<file path="src/rtl/tdc_pkg.sv">
`timescale 1ns / 1ps

package tdc_pkg;

   localparam int DataWidth = 64;
   localparam int AddOps    = 3;   // operands still waiting behind the accumulator
   localparam int CsrIndexWidth = 2;

   localparam logic [CsrIndexWidth-1:0] CSR_COEFF_MODULUS   = 2'd0;
   localparam logic [CsrIndexWidth-1:0] CSR_SCALE_DELTA     = 2'd1;
   localparam logic [CsrIndexWidth-1:0] CSR_UPPER_INCREMENT = 2'd2;

   typedef logic [DataWidth-1:0] word_type;

   // accumulator plus the addends that later cells still have to fold in
   typedef struct packed {
      word_type                   acc;
      logic [AddOps-1:0][DataWidth-1:0] pend;
   } add_data_type;

   // partial remainder and the dividend word that turns into the quotient
   typedef struct packed {
      word_type rem;
      word_type word;
   } div_data_type;

endpackage

</file>
<file path="src/rtl/tdc_div_cell.sv">
`timescale 1ns / 1ps

module tdc_div_cell (
   input  logic                  clock,
   input  logic                  reset,
   input  logic                  in_valid,
   output logic                  in_ready,
   input  tdc_pkg::div_data_type in_data,
   input  tdc_pkg::word_type     divisor,
   output logic                  out_valid,
   input  logic                  out_ready,
   output tdc_pkg::div_data_type out_data
);

   logic                  valid_ff;
   tdc_pkg::div_data_type data_ff;
   tdc_pkg::div_data_type data_in;
   logic [tdc_pkg::DataWidth:0] trial;
   logic [tdc_pkg::DataWidth:0] diff;
   logic                  qbit;

   // one restoring step: bring down the top dividend bit, try subtracting
   always_comb begin
      trial = {in_data.rem, in_data.word[tdc_pkg::DataWidth-1]};
      diff  = trial - {1'b0, divisor};
      qbit  = (trial >= {1'b0, divisor});
      data_in.rem  = qbit ? diff[tdc_pkg::DataWidth-1:0] : trial[tdc_pkg::DataWidth-1:0];
      data_in.word = {in_data.word[tdc_pkg::DataWidth-2:0], qbit};
   end

   assign in_ready = !valid_ff || out_ready;

   always_ff @(posedge clock) begin
      if (reset) begin
         valid_ff <= 1'b0;
      end else if (in_ready) begin
         valid_ff <= in_valid;
      end
   end

   always_ff @(posedge clock) begin
      if (in_ready && in_valid) begin
         data_ff <= data_in;
      end
   end

   assign out_valid = valid_ff;
   assign out_data  = data_ff;

endmodule

</file>
<file path="config.mk">
export PLATFORM = sky130hd
export DESIGN_NAME = tdc_div_cell
export DESIGN_NICKNAME = d
export VERILOG_FILES = /design/src/rtl/tdc_pkg.sv /design/src/rtl/tdc_div_cell.sv
export SDC_FILE = /design/constraint.sdc
export NUM_CORES = 1
export LEC_CHECK = 0
export BUFFER_PORTS_ARGS = -buffer_cell sky130_fd_sc_hd__buf_2
export CORE_ASPECT_RATIO = 1.75
export CORE_MARGIN = 2
export CORE_UTILIZATION = 40
export DETAILED_ROUTE_END_ITERATION = 7
export GPL_TIMING_DRIVEN = 0
export PLACE_DENSITY_LB_ADDON = 0.08
export SETUP_SLACK_MARGIN = 0.3
export SYNTH_ARGS = -nofsm -noshare
export SYNTH_HDL_FRONTEND = slang
export SYNTH_SLANG_ARGS = --single-unit
</file>
<file path="constraint.sdc">
create_clock -name clock -period 5.64 [get_ports clock]
set_input_delay 1.692 -clock clock [delete_from_list [all_inputs] [get_ports clock]]
set_output_delay 1.692 -clock clock [all_outputs]
set_load 0.01 [all_outputs]
</file>
* Word-level counts from Yosys, hierarchy flattened *
Index checks and enable logic that the tools add are counted.

operators by class
  add/subtract/negate cells = 1
  multipliers = 0
  div/mod/pow operators = 0
  order comparisons = 1
  eq/ne operators = 0
  shift-type cells = 0
  muxes and demuxes = 1
  bitwise operators = 0
  reductions and logical operators = 3

operator list
  operator                                          count
  65-bit by 64-bit >= comparator with 1-bit output  1
  64-bit 2-to-1 mux                                 1
  64-bit subtractor                                 1
  1-bit logical AND                                 1
  1-bit logical NOT                                 1
  1-bit logical OR                                  1

word-level totals
  flip-flop bits (word level) = 129
  bits in latches = 0
  bits in writable memories = 0
  ROM bits = 0
  input bits = 196
  output and inout port bits = 130
  word-level logic and storage cells = 9
  memories kept = 0

* Longest topological paths before layout *
  word-level depth = 3
  depth in mapped cells = 15
  gate-level depth less buffers = 13

* Least setup slack after synthesis *
No wires, ideal clock.

  path type = input port to flip-flop
  start = input out_ready
  end = register data_ff, in the netlist out_data[0] (enable)
  library setup time = 0.503 ns
  data arrival time = 4.851 ns
  required time = 5.137 ns
  slack = 0.286 ns
  stages on the path = 2
  path buffers = 0
  cells stage by stage = nand2b_1 and2_1

on the way
  longest elaborated chain between the ends = 2

ends and longest elaborated chain
  element               line                text
  from (decl)           tdc_div_cell.sv:11  input logic out_ready,
  1-bit logical OR      tdc_div_cell.sv:31  assign in_ready = !valid_ff || out_ready;
  1-bit logical AND     tdc_div_cell.sv:42  if (in_ready && in_valid) begin
  to (signal assigned)  tdc_div_cell.sv:43  data_ff <= data_in;
  to (decl)             tdc_div_cell.sv:16  tdc_pkg::div_data_type data_ff;

Every way passes these cells.
A chain may end at the register's enable or synchronous reset.

==> metrics.md <==
| Metric | Value |
|---|---|
| Final WS setup | 0.598 ns |
| 1st-iter DRT viols | 369 |
| Clock power frac | 32.5% |
| Die X | 115 µm |
| Clock sinks | 129 |
| Synth-to-layout area growth | 29.3% |
| R2R setup slack | 3.76 ns |
| DP HPWL | 21.2 mm |
| Drt via density | 5.12 |
| Syn Nets | 1135 |
| Gate Count Post-Synth | 874 |
| Sw frac | 30.8% |
| Post-synth EDFFs | 128 |
| Wl on met1 | 9.38 mm |
| CTS Buf Count | 17 |
| H-tree levels | 4 |
| CTS tree | done |
| Worst Clk Skew | 0.00711 ns |
| Share of cells above drive strength 1 | 32.4% |
| Total GRT Usage | 22.6% |
| Final setup violation count | 0 |
| Comb pwr share | 28.1% |
| WHS Path Cells | 2 |
| R2r startpoint | out_valid |
| Drt total wl | 26.1 mm |
| Reg power frac | 39.4% |
| Die extent in y | 199 µm |
| Clk_lat worst skew | 0.44 ns |
| Outcome | finished clean |
| Share of the synthesized area in the top cell type | 44.2% |
| Antenna Nets Post-Route | 0 |
| Post-layout minimum cycle time | 5.04 ns |
| LEAKAGE | 5.19 nW |
| RSZ-0062 raised after global routing | no |
| Top layer reached by signal wires | met4 |
| Vias in the first global route | 7774 |
| Critical path class | primary input to flop |
| Avg WL per Cell | 17.1 µm |
| Syn Std Cell Area | 0.00870 mm² |
| Max Fclk | 198 MHz |
| WL met2 | 14.3 mm |
| Number of antenna violations at the first check in global routing | 0 |
| Pint | 2.11 mW |
| Max VDD drop | 0.128 mV |
| Sw Pwr | 0.937 mW |
| CP endpoint kind | flop |
| Avg Synthesized Cell Area | 9.95 µm² |
| Yosys warning total | 0 |
| # DRC | 0 |
| R2R Path End | out_data[86] |
| Required @ worst endpoint | 5.83 ns |
| Tcrit/Tclk final | 89.4% |
| Largest area contributor in the netlist | edfxtp_1 |
| Max Buffers Root-to-Sink | 2 |
| Worst slew margin | 44.0% |
| Main flop type after synthesis | edfxtp_1 |
| Setup TNS | 0 ns |
| DIE AREA | 0.0230 mm² |
| # IOs | 326 |
| Register area share after synthesis | 44.4% |
| DR WL met3 | 1.70 mm |
| Crit path DAT | 5.24 ns |
| Overflow after GRT | 0 |
| CTS root buf | clkbuf_16 |
| Drt pass-1 iters | 5 |
| Core Rows | 71 |
| PortBufs | 325 |
| Synth cell types | 64 |
| Nets | 1480 |
| Hold EP | out_valid |
| Reg2Reg Depth | 3 |
| Critical Path Start Type | primary input |
| Post-synth ARST share | 0% |
| Power per cell area | 271 mW/mm² |
| CORE AREA | 0.0214 mm² |
| Worst-path fanout max | 3 |
| Worst Max-Slew Pin Slew | 0.840 ns |
| Largest cells by area after synthesis | edfxtp_1, ha_1, a21oi_1, inv_1, nor2_1 |
| Worst min path class | flop to flop |
| Place WS | 0.0337 ns |
| Initial Utilization | 40.6% |
| CTS clk-pin slew, worst paths | 0.06 ns |
| Final Hold Vio Count | 0 |
| #FFs+latches synth | 129 |
| Vias | 7798 |
| Largest net degree at the start of global routing | 73 |
| Fin. max-slew vios | 0 |
| Routability cong. | 0.876 |
| HP Start | out_valid |
| First-pass GRT wire length | 39.3 mm |
| Antenna diodes | 0 |
| Max Cap Violations | 0 |
| Design Power | 3.04 mW |
-- layout make-up --
cell class | instances | area (µm²)
Clock inverter | 14 | 91.3
Fill cell | 2102 | 10200
Clock buffer | 18 | 429
Sequential cell | 129 | 3860
Tap cell | 292 | 365
Buffer | 30 | 204
Inverter | 84 | 315
Timing Repair Buffer | 326 | 1650
Multi-Input combinational cell | 631 | 4320
-- registers in the layout, summed over array words and instances (netlist names) --
signal	cells
out_valid	1
out_data	128
-- layout by cell type (no fill, tap or decap), types with 8 or more instances in the layout --
cell,n
a21o_1,29
clkbuf_16,17
xor2_1,29
o21a_1,9
inv_1,84
o21bai_1,12
edfxtp_1,128
nor3_1,10
buf_6,12
buf_2,326
nand3_1,14
a211oi_1,8
o21ai_0,35
ha_1,64
mux2_4,16
a21oi_1,116
nor2_1,80
clkbuf_1,18
a31oi_1,10
nand2_1,63
xnor2_1,31
nand4_1,16
-- worst max-delay path by stage --
stage / start / endpoint / slack [ns] / depth (start not counted)
floorplan: in_data[63] / out_data[126] / 1.13 / 13
global placement: in_data[63] / out_data[126] / 0.04 / 14
detailed placement: in_data[63] / out_data[126] / 0.03 / 14
CTS: in_data[63] / out_data[126] / 0.49 / 14
global route: in_data[63] / out_data[126] / 0.38 / 14
finish: in_data[63] / out_data[126] / 0.60 / 14
-- worst max-delay path: stages --
cell	delay (ns)
buf_2	0.09
inv_1	0.04
ha_1	0.23
fa_1	0.41
nor2b_1	0.18
o2111ai_1	0.24
a211oi_2	0.43
o311ai_1	0.18
a211oi_1	0.51
a21oi_1	0.29
o211ai_1	0.37
a221oi_1	0.16
xnor2_1	0.15
mux2_4	0.26
-- what timing repair did --
action	in CTS	in global routing
hold buffers	0	0
endpoints found under the setup margin	0	1
setup buffers	0	0
gates resized for setup	0	1
endpoints found under the hold margin	0	0
-- layer usage --
metal,GRT usage [%],vias to the layer above
met5,0,-
met4,8.66,0
met3,6.28,36
met2,43.3,272
met1,22.4,3621
li1,-,3869
-- synth_stat cells, types with 4 or more instances --
cell      count
a21oi_1     116
nor2_1       80
a31oi_1      10
nand3_1      14
ha_1         64
o21ai_0      35
nand2b_1      4
nand2_1      63
nor3_1       10
o211ai_1      6
nor2b_1       7
xnor2_1      31
a21boi_0      4
nand4_1      16
and4_1        4
clkbuf_1     17
o21a_1        9
xor2_1       29
buf_6        12
and2_1        5
nor4_1        5
edfxtp_1    128
o21bai_1     12
a21o_1       29
a211oi_1      9
inv_1        84
mux2_4       16
and3_1        7
-- stage by stage --
step | cells | util (%) | hold WS (ns) | cell area (µm²)
6_report | 1524 | 52.5 | 0.523 | 11200
2_1_floorplan | 874 | - | 0.593 | 8700
4_1_cts | 1524 | 52.5 | 0.523 | 11200
3_3_place_gp | 1491 | 49.9 | 0.494 | 10700
5_1_grt | 1524 | 52.5 | 0.546 | 11200
3_5_place_dp | 1492 | 50.1 | 0.515 | 10700
-- kinds of logic (layout without fill, tap and decap cells) --
kind of cell,count (synthesis),in the layout,share of synthesized area [%]
fa+ha+maj,65,65,9.44
xor+xnor,60,60,6.04
simple gates,225,225,12.0
flops,129,129,44.4
mux,17,17,2.88
compound gates,264,264,19.2
buf+inv,114,472,5.97
-- power by group through the flow --
stage,clock (mW),sequential (mW),combinational [mW]
floorplan,0,1.27,0.508
global placement,0,1.22,0.850
detailed placement,0,1.22,0.859
CTS,1.02,1.20,0.863
global route,1.05,1.21,0.946
finish,0.988,1.20,0.856
Note: power is estimated with default switching activity, not from simulation.
