==> src/rtl/tdc_pkg.sv <==
`timescale 1ns / 1ps

package tdc_pkg;

   localparam int DataWidth = 64;
   localparam int AddOps    = 3;   // operands still waiting behind the accumulator
   localparam int CsrIndexWidth = 2;

   localparam logic [CsrIndexWidth-1:0] CSR_COEFF_MODULUS   = 2'd0;
   localparam logic [CsrIndexWidth-1:0] CSR_SCALE_DELTA     = 2'd1;
   localparam logic [CsrIndexWidth-1:0] CSR_UPPER_INCREMENT = 2'd2;

   typedef logic [DataWidth-1:0] word_type;

   // accumulator plus the addends that later cells still have to fold in
   typedef struct packed {
      word_type                   acc;
      logic [AddOps-1:0][DataWidth-1:0] pend;
   } add_data_type;

   // partial remainder and the dividend word that turns into the quotient
   typedef struct packed {
      word_type rem;
      word_type word;
   } div_data_type;

endpackage

==> src/rtl/tdc_add_cell.sv <==
`timescale 1ns / 1ps

module tdc_add_cell (
   input  logic                  clock,
   input  logic                  reset,
   input  logic                  in_valid,
   output logic                  in_ready,
   input  tdc_pkg::add_data_type in_data,
   input  tdc_pkg::word_type     modulus,
   input  tdc_pkg::word_type     fill,
   output logic                  out_valid,
   input  logic                  out_ready,
   output tdc_pkg::add_data_type out_data
);

   logic                  valid_ff;
   tdc_pkg::add_data_type data_ff;
   tdc_pkg::add_data_type data_in;
   logic [tdc_pkg::DataWidth:0] sum;
   logic                  wrap;

   // acc + next addend, one conditional subtraction of q
   always_comb begin
      sum  = {1'b0, in_data.acc} + {1'b0, in_data.pend[tdc_pkg::AddOps-1]};
      wrap = sum[tdc_pkg::DataWidth] || (sum[tdc_pkg::DataWidth-1:0] >= modulus);
      data_in.acc  = wrap ? (sum[tdc_pkg::DataWidth-1:0] - modulus)
                          : sum[tdc_pkg::DataWidth-1:0];
      data_in.pend = {in_data.pend[tdc_pkg::AddOps-2:0], fill};
   end

   assign in_ready = !valid_ff || out_ready;

   always_ff @(posedge clock) begin
      if (reset) begin
         valid_ff <= 1'b0;
      end else if (in_ready) begin
         valid_ff <= in_valid;
      end
   end

   always_ff @(posedge clock) begin
      if (in_ready && in_valid) begin
         data_ff <= data_in;
      end
   end

   assign out_valid = valid_ff;
   assign out_data  = data_ff;

endmodule

==> config.mk <==
export PLATFORM = sky130hd
export DESIGN_NAME = tdc_add_cell
export DESIGN_NICKNAME = d
export VERILOG_FILES = /design/src/rtl/tdc_pkg.sv /design/src/rtl/tdc_add_cell.sv
export SDC_FILE = /design/constraint.sdc
export NUM_CORES = 1
export LEC_CHECK = 0
export CORE_AREA = 2 2 254 256
export CTS_BUF_LIST = sky130_fd_sc_hd__clkbuf_2
export CTS_CLUSTER_SIZE = 20
export DETAILED_ROUTE_END_ITERATION = 6
export DIE_AREA = 0 0 256 258
export DONT_BUFFER_PORTS = 1
export GPL_TIMING_DRIVEN = 0
export PLACE_DENSITY = 0.43
export SYNTH_ARGS = -nofsm -noshare
export SYNTH_HDL_FRONTEND = slang
export SYNTH_SLANG_ARGS = --single-unit
==> constraint.sdc <==
create_clock -name clock -period 7.45 [get_ports clock]
set_clock_uncertainty 0.1 [all_clocks]
set_input_delay 0.3725 -clock clock [delete_from_list [all_inputs] [get_ports clock]]
set_output_delay 0.3725 -clock clock [all_outputs]
set_load 0.005 [all_outputs]
**Word-level counts from Yosys, hierarchy flattened**

Index checks and enable logic that the tools add are counted.

- Bits in registers: 257
- Latch bits: 0
- Memory bits (writable): 0
- Memory bits (read-only): 0
- Input port bits: 388
- Output and inout port bits: 258
- Word-level logic and storage cells: 13
- Memories: 0

- Add/subtract/negate cells: 2
- Multiply operators: 0
- Divide/modulo/power cells: 0
- Order comparisons: 1
- Eq/ne operators: 0
- Shifts and indexed selects: 0
- Multiplexer cells: 1
- Bitwise gates (word level): 0
- Reductions and logical operators: 4

Operators with widths:

| operator | count |
|---|---|
| $add 64x64->65 | 1 |
| $ge 64x64->1 | 1 |
| $mux 64 | 1 |
| $sub 64x64->64 | 1 |
| $logic_or 1x1->1 | 2 |
| $logic_and 1x1->1 | 1 |
| $logic_not 1->1 | 1 |

**Logic depth before layout (Yosys ltp)**

Gate-level depths: netlist (run 1).

- Depth in word-level cells: 4
- Mapped depth: 25
- Mapped depth without buffers: 22

**Worst setup path before layout (run 1)**

Ideal clock, no wire load.

- Path kind: input to register
- From: input out_ready
- To: register data_ff, in the netlist out_data[0], enable pin
- Library setup time: 0.650 ns
- Arrival time: 6.358 ns
- Required time: 6.700 ns
- Setup slack: 0.342 ns
- Cell stages on the path: 2
- Buffers on the path: 0
- Cells stage by stage: nand2b_1 -> and2_1

- Longest elaborated chain between the ends: 2

RTL lines:

| item | line | text |
|---|---|---|
| from (decl) | tdc_add_cell.sv:12 | `input logic out_ready,` |
| $logic_or 1x1->1 | tdc_add_cell.sv:31 | `assign in_ready = !valid_ff \|\| out_ready;` |
| $logic_and 1x1->1 | tdc_add_cell.sv:42 | `if (in_ready && in_valid) begin` |
| to (signal assigned) | tdc_add_cell.sv:43 | `data_ff <= data_in;` |
| to (decl) | tdc_add_cell.sv:17 | `tdc_pkg::add_data_type data_ff;` |

Every way passes these cells.
A chain may end at the register's enable or synchronous reset.

==> results of run 1 <==
==> critical path, stage by stage <==
cell           delay (ps)
dlygate4sd3_1         530
ha_1                  360
a21oi_1               290
o21ai_0               140
a211oi_1              260
o31ai_1               130
nor3_2                470
o2111ai_1             250
a31oi_1               410
o21a_1                210
xor2_1                320
inv_1                  90
ha_1                  280
clkbuf_1              270
nand4_1               190
or4_1                 590
a2111o_1              310
o211ai_1              270
nand4b_4              250
buf_2                 390
buf_2                 360
a21oi_1               150
dlygate4sd3_1         620
==> area by class of cell <==
cell class | count | share of cell area [%]
Antenna cell | 6 | 0.0646
Buffer | 60 | 1.23
Multi-Input combinational cell | 1186 | 34.4
Sequential cell | 257 | 33.2
Inverter | 97 | 1.57
Tap cell | 855 | 4.60
Timing Repair Buffer | 507 | 22.1
Clock inverter | 36 | 1.10
Clock buffer | 83 | 1.79
==> sequential cells by signal (all words and copies together), names as in the netlist <==
name       flops
out_data     256
out_valid      1
==> metrics by stage <==
stage / worst slack (ps) / instance area (µm²) / utilization [%]
after floorplan: 342 / 16300 / -
after global placement: -2530 / 17400 / 27.3
after detailed placement: -14.2 / 17500 / 27.5
after CTS: 514 / 23200 / 36.5
after global routing: 145 / 23200 / 36.5
final: 471 / 23200 / 36.5
==> per-layer routing <==
metal / up-vias / track usage, %
li1: 7146 / -
met1: 7417 / 25.9
met2: 674 / 38.0
met3: 106 / 4.41
met4: 6 / 7.16
met5: - / 0
==> worst max-delay path by stage <==
stage | start | slack [ps] | cells past startpoint | end
after floorplan | out_ready | 340 | 2 | out_data[0]$_DFFE_PP_
after global placement | out_ready | -2530 | 2 | out_data[190]$_DFFE_PP_
after detailed placement | in_data[128] | -10 | 23 | out_data[217]$_DFFE_PP_
after CTS | in_data[224] | 510 | 22 | out_data[222]$_DFFE_PP_
after global routing | in_data[224] | 150 | 22 | out_data[222]$_DFFE_PP_
final | in_data[215] | 470 | 23 | out_data[222]$_DFFE_PP_
==> where the power goes <==
| part | total [µW] | leakage [µW] | switching (µW) | internal [µW] |
|---|---|---|---|---|
| logic | 2190 | 0.00626 | 1230 | 960 |
| registers | 2010 | 0.00248 | 164 | 1840 |
| clock network | 1120 | 0.000469 | 662 | 455 |
| total | 5310 | 0.00921 | 2060 | 3260 |
==> kinds of logic after synthesis <==
logic type	share of synthesized area (%)
AO/OA/AOI/OAI	19.2
XOR/XNOR	6.33
adder cells (fa/ha/maj)	10.0
buffers and inverters	3.98
flip-flops	47.2
multiplexers	1.10
AND/OR/NAND/NOR	12.2
==> what timing repair did <==
item | CTS | global route
hold buffers | 503 | 0
setup endpoints to repair | 0 | 2
resized for setup | 0 | 1
hold endpoints to repair | 367 | 0
==> cell usage in the layout (no fill, tap or decap), types with 5 or more instances in the layout <==
| master | netlist | final |
|---|---|---|
| o21ai_1 | 26 | 26 |
| buf_2 | 10 | 10 |
| nor2_1 | 112 | 112 |
| xnor2_1 | 65 | 65 |
| o21a_1 | 11 | 11 |
| o21ai_0 | 77 | 77 |
| clkinv_1 | 0 | 23 |
| clkbuf_1 | 42 | 42 |
| a21boi_0 | 8 | 8 |
| nand2b_1 | 11 | 11 |
| and2_1 | 11 | 10 |
| mux2_1 | 12 | 12 |
| nor2b_1 | 10 | 10 |
| diode_2 | 0 | 6 |
| buf_6 | 5 | 5 |
| o211ai_1 | 15 | 15 |
| edfxtp_1 | 256 | 256 |
| nand3_1 | 36 | 36 |
| inv_1 | 97 | 97 |
| o21bai_1 | 29 | 29 |
| nand2_1 | 146 | 146 |
| nand4_1 | 37 | 37 |
| o31ai_1 | 10 | 10 |
| clkbuf_2 | 0 | 83 |
| nor4_1 | 10 | 9 |
| a211oi_1 | 13 | 13 |
| dlygate4sd3_1 | 0 | 503 |
| a31oi_1 | 16 | 16 |
| and3_1 | 13 | 13 |
| a21o_1 | 67 | 67 |
| ha_1 | 128 | 128 |
| a21oi_1 | 181 | 181 |
| xor2_1 | 53 | 53 |
| clkinv_2 | 0 | 6 |
| nor3_1 | 16 | 16 |
==> impl_summary.txt, run 1 <==
----------------------------------------------------
[Timing]
  Final hold vios ... 0
  Final total negative setup slack ... 0 ps
  Highest achievable clock rate ... 143 MHz
  Transition at the pin with the smallest max-transition slack ... 655 ps
  RSZ-0062 raised after global routing ... no
  Post-route fraction of the period consumed by the critical path ... 93.7%
  Final setup violation count ... 0
  Normalized max-slew margin ... 55.9%
  Clock period minus worst slack ... 6980 ps
  Max-slew violation count ... 0
  Hold Worst Slack ... 169 ps

[Drt]
  Residual antenna-violating net count after detailed routing ... 0
  Vias post-DR ... 15300
  Violation count after the first detailed-route iteration ... 1001
  Routed len/inst ... 23.7 µm
  TritonRoute pass-1 iters ... 5
  Length of routed met3 wiring ... 4.30 mm
  Mean number of vias per cell ... 4.97
  Total wire length after detailed routing ... 73.3 mm
  Highest layer used for signal routing ... met5
  Post-route DRC ... 0
  Routed metal-1 wire length ... 29.6 mm
  Routed wire length on met2 ... 37.2 mm

[Power and ir drop]
  Worst IR drop on VDD ... 0.0854 mV
  Power consumption ... 5310 µW
  Power Density ... 229 nW/µm²
  Standby leakage power ... 0.00921 µW

[Final layout]
  Area taken by multi-input logic gates ... 7990 µm²
  Fraction of layout cells with a size suffix above 1 ... 6.47%
  Number of fill cells ... 6435
  # nets final ... 2695
  Sequential standard cell area ... 7710 µm²
  Final cell count without fillers ... 3087
  Area delta synth->final ... 42.3%

[Place]
  Last weighted congestion value of the routability-driven placer ... 0.907
  Count of placed standard cells including taps ... 2459
  Total half-perimeter wirelength after legalization and detailed placement ... 55.7 mm
  Count of buffers from port buffering ... 0

[Synth]
  Per-instance average area after synthesis ... 10.2 µm²
  Most common cell in the netlist ... edfxtp_1
  Share of the synthesized area in the top cell type ... 47.1%
  Most used standard cells in the synthesized netlist ... 256 x edfxtp_1, 181 x a21oi_1, 146 x nand2_1
  Number of enable flip-flop cells after synthesis ... 256
  Number of warnings issued by yosys ... 0
  Share of flip-flops with an asynchronous set or reset after synthesis ... 0%
  Top FF cell, synth ... edfxtp_1
  Number of distinct library cells after synthesis ... 76
  Synth area leaders ... edfxtp_1 47%, ha_1 9.8%, a21oi_1 5.5%
  Sequential area share after synthesis ... 47.2%
  Library cell with the largest summed area after synthesis ... edfxtp_1
  Number of flip-flops and latches in the synthesized netlist ... 257
  Area of the mapped netlist ... 16300 µm²
  Post-synth net total ... 2118
  Number of cells produced by synthesis ... 1600

[Clock network]
  TritonCTS Buffers ... 68
  Max Root-Sink Buffers ... 3
  Clock tree from TritonCTS ... yes
  Number of clock sinks ... 257
  Clock latency at the later pin of the worst-skew pair ... 970 ps
  # Post-CTS Setup Buffers ... 0
  Root buf cell ... clkbuf_2
  H-tree depth ... 3
  Clock transition at the register clock pins on the worst setup and hold paths after CTS ... 70 ps

[Flow run]
  Max-cap viol count ... 0

[Global route]
  Leftover overflow at the end of global routing ... 0
  Number of antenna violations at the first check in global routing ... 7
  Pin count of the biggest net entering global routing ... 74
  Total Routing Usage GR ... 21.4%
  Global-route wire length before repair ... 106 mm
  Via count of the first global-routing pass ... 15500

[Die]
  Placeable core region ... 63600 µm²
  Die Wd ... 256 µm
  Number of rows created at floorplan ... 93
  Die extent in y ... 258 µm
  Starting utilization of the core area ... 25.7%
  Total Die Area ... 66000 µm²
  I/O pin cnt ... 646

[Setup path]
  R2R Path End ... out_data[23]$_DFFE_PP_
  Crit-path max FO ... 10
  Req. time, crit path ... 7990 ps
  Reg2reg path depth ... 5
  Startpoint type of the worst setup path ... primary input
  Reg-to-reg critical path startpoint ... out_valid$_SDFFE_PP0N_
  Type of element capturing the critical path ... register
  Worst setup slack for register-to-register paths ... 5110 ps
  Worst Path Class, Setup ... in -> reg
  Arrival time at the worst endpoint ... 7520 ps

[Min path]
  Path class of the lowest-slack min-delay path ... in -> reg
  Destination of the worst hold path ... out_data[223]$_DFFE_PP_
  Hold Path Origin ... in_data[223]
  Worst Hold Path Cells ... 4

[Run status]
  Status ... finished clean

----------------------------------------------------
(Power assumes the default switching activity.)
==> run 2, diff against run 1 <==
==> constraint.sdc (replaced) <==
create_clock -name clock -period 7.45 [get_ports clock]
set_clock_uncertainty 0.1 [all_clocks]
set_input_delay 0.745 -clock clock [delete_from_list [all_inputs] [get_ports clock]]
set_output_delay 0.745 -clock clock [all_outputs]
set_load 0.005 [all_outputs]
==> impl_summary.txt, run 2 (synthesis results as in run 1) <==
----------------------------------------------------
[Setup path]
  Worst setup slack for register-to-register paths ... 5340 ps
  R2R Path End ... out_data[164]$_DFFE_PP_
  Reg-to-reg critical path startpoint ... out_valid$_SDFFE_PP0N_
  Worst Path Class, Setup ... in -> reg
  Reg2reg path depth ... 4
  Arrival time at the worst endpoint ... 7790 ps
  Type of element capturing the critical path ... register
  Crit-path max FO ... 10
  Startpoint type of the worst setup path ... primary input
  Req. time, crit path ... 8040 ps

[Drt]
  Routed wire length on met2 ... 35.3 mm
  Total wire length after detailed routing ... 68.3 mm
  Highest layer used for signal routing ... met5
  TritonRoute pass-1 iters ... 7
  Vias post-DR ... 13800
  Violation count after the first detailed-route iteration ... 1066
  Mean number of vias per cell ... 4.97
  Post-route DRC ... 0
  Length of routed met3 wiring ... 3.97 mm
  Routed metal-1 wire length ... 27.3 mm
  Routed len/inst ... 24.6 µm
  Residual antenna-violating net count after detailed routing ... 0

[Min path]
  Hold Path Origin ... in_data[193]
  Destination of the worst hold path ... out_data[193]$_DFFE_PP_
  Worst Hold Path Cells ... 2
  Path class of the lowest-slack min-delay path ... in -> reg

[Place]
  Worst Setup Slack post-DPL ... -551 ps
  Last weighted congestion value of the routability-driven placer ... 0.901
  Count of buffers from port buffering ... 0
  Total half-perimeter wirelength after legalization and detailed placement ... 55.2 mm

[Clock network]
  Root buf cell ... clkbuf_2
  Max Root-Sink Buffers ... 3
  Clock transition at the register clock pins on the worst setup and hold paths after CTS ... 100 ps
  H-tree depth ... 3
  Clock tree from TritonCTS ... yes
  Number of clock sinks ... 257
  TritonCTS Buffers ... 68
  Clock latency at the later pin of the worst-skew pair ... 940 ps
  CTS-repair resized insts ... 0

[Timing]
  Max-slew violation count ... 0
  Post-route fraction of the period consumed by the critical path ... 96.7%
  Final setup violation count ... 0
  Final hold vios ... 0
  RSZ-0062 raised after global routing ... no
  Clock period minus worst slack ... 7200 ps
  Transition at the pin with the smallest max-transition slack ... 752 ps
  Normalized max-slew margin ... 49.4%
  Highest achievable clock rate ... 139 MHz
  Final setup slack of the worst path ... 246 ps

[Power and ir drop]
  Worst IR drop on VDD ... 0.0922 mV
  Standby leakage power ... 0.00793 µW
  Power consumption ... 4940 µW
  Power Density ... 245 nW/µm²

[Final layout]
  Area delta synth->final ... 23.3%
  Max FFs per register ... 256
  Number of fill cells ... 6648
  # nets final ... 2390
  Core utilization of the finished layout ... 31.7%
  Most common cell after layout, fill and taps aside ... edfxtp_1
  Top library cells by usage in the layout, fill and taps aside ... 256 x edfxtp_1, 198 x dlygate4sd3_1, 181 x a21oi_1
  Fraction of layout cells with a size suffix above 1 ... 7.83%

[Die]
  Number of rows created at floorplan ... 93
  Die Wd ... 256 µm
  Placeable core region ... 63600 µm²
  I/O pin cnt ... 646
  Starting utilization of the core area ... 25.7%
  Die extent in y ... 258 µm
  Total Die Area ... 66000 µm²

[Global route]
  Leftover overflow at the end of global routing ... 0
  Pin count of the biggest net entering global routing ... 70
  Global-route wire length before repair ... 95.4 mm
  Via count of the first global-routing pass ... 13700
  Total Routing Usage GR ... 19.8%
  Number of antenna violations at the first check in global routing ... 12

[Run status]
  Status ... finished clean

[Flow run]
  Max-cap viol count ... 0

----------------------------------------------------
-- run 2: cell types whose count changed in the layout (fill, tap and decap cells not counted) --
cell,delta
buf_16,-1
clkinv_4,+1
clkinv_2,-1
buf_12,+1
clkinvlp_4,-1
nor4_1,+1
nor4_2,-1
dlygate4sd3_1,-305
clkinv_1,-12
clkbuf_2,+9
bufinv_16,-1
-- run 2: critical path, cell delays in order --
cell           delay [ps]
ha_1                  240
fa_1                  440
a211oi_1              410
nor4_1                180
o21ai_0               290
a31oi_1               220
nor4_1                620
nor2_1                230
a21oi_1               380
o21ai_0               160
xor2_1                360
ha_1                  300
clkbuf_1              200
nand2_1               110
o21a_1                160
nor2_1                 50
o21bai_1              120
a21oi_1               100
nor4_1                580
o211ai_1              410
nand4b_4              280
buf_4                 200
buf_2                 230
nor2_1                120
a21oi_1                50
dlygate4sd3_1         570
-- run 2: where the power goes --
group          internal (µW)  total (µW)  switching [µW]
combinational            713        1880            1170
sequential              1840        2000             158
clock                    440        1050             614
total                   2990        4940            1940
-- run 2: layer usage --
metal | track usage (%) | up-vias
met2 | 35.9 | 568
li1 | - | 6523
met4 | 6.37 | 12
met1 | 22.9 | 6624
met3 | 4.50 | 80
met5 | 0 | -
-- run 2: cell type report --
class | count | area (µm²) | area share (%)
multi-input combinational | 1186 | 7980 | 39.6
sequential | 257 | 7710 | 38.3
timing repair buffer | 202 | 2080 | 10.3
tap | 855 | 1070 | 5.31
clock buffer | 92 | 460 | 2.29
inverter | 97 | 364 | 1.81
buffer | 60 | 287 | 1.42
clock inverter | 22 | 178 | 0.882
antenna | 6 | 15.0 | 0.0745
-- run 2: per-stage QoR --
step | instance area (µm²) | hold slack (ps) | setup TNS, ps | cells
after floorplan | 16300 | 422 | 0 | 1600
after global placement | 17400 | 469 | -8420 | 2455
after detailed placement | 17500 | 478 | -6730 | 2459
after CTS | 20100 | 44.6 | 0 | 2771
after global routing | 20100 | 129 | 0 | 2776
final | 20100 | 265 | 0 | 2777
-- run 2: worst max path at each step --
stage                             from                 endpoint  depth (start not counted)
after floorplan           in_data[128]  out_data[240]$_DFFE_PP_                         20
after global placement    in_data[128]  out_data[220]$_DFFE_PP_                         22
after detailed placement  in_data[128]  out_data[220]$_DFFE_PP_                         24
after CTS                 in_data[128]  out_data[192]$_DFFE_PP_                         26
after global routing      in_data[128]  out_data[192]$_DFFE_PP_                         26
final                     in_data[128]  out_data[192]$_DFFE_PP_                         26
-- run 2: timing repair --
action | in CTS | in global routing
hold buffers | 198 | 0
buffers inserted | 0 | 0
endpoints found under the hold margin | 202 | 0
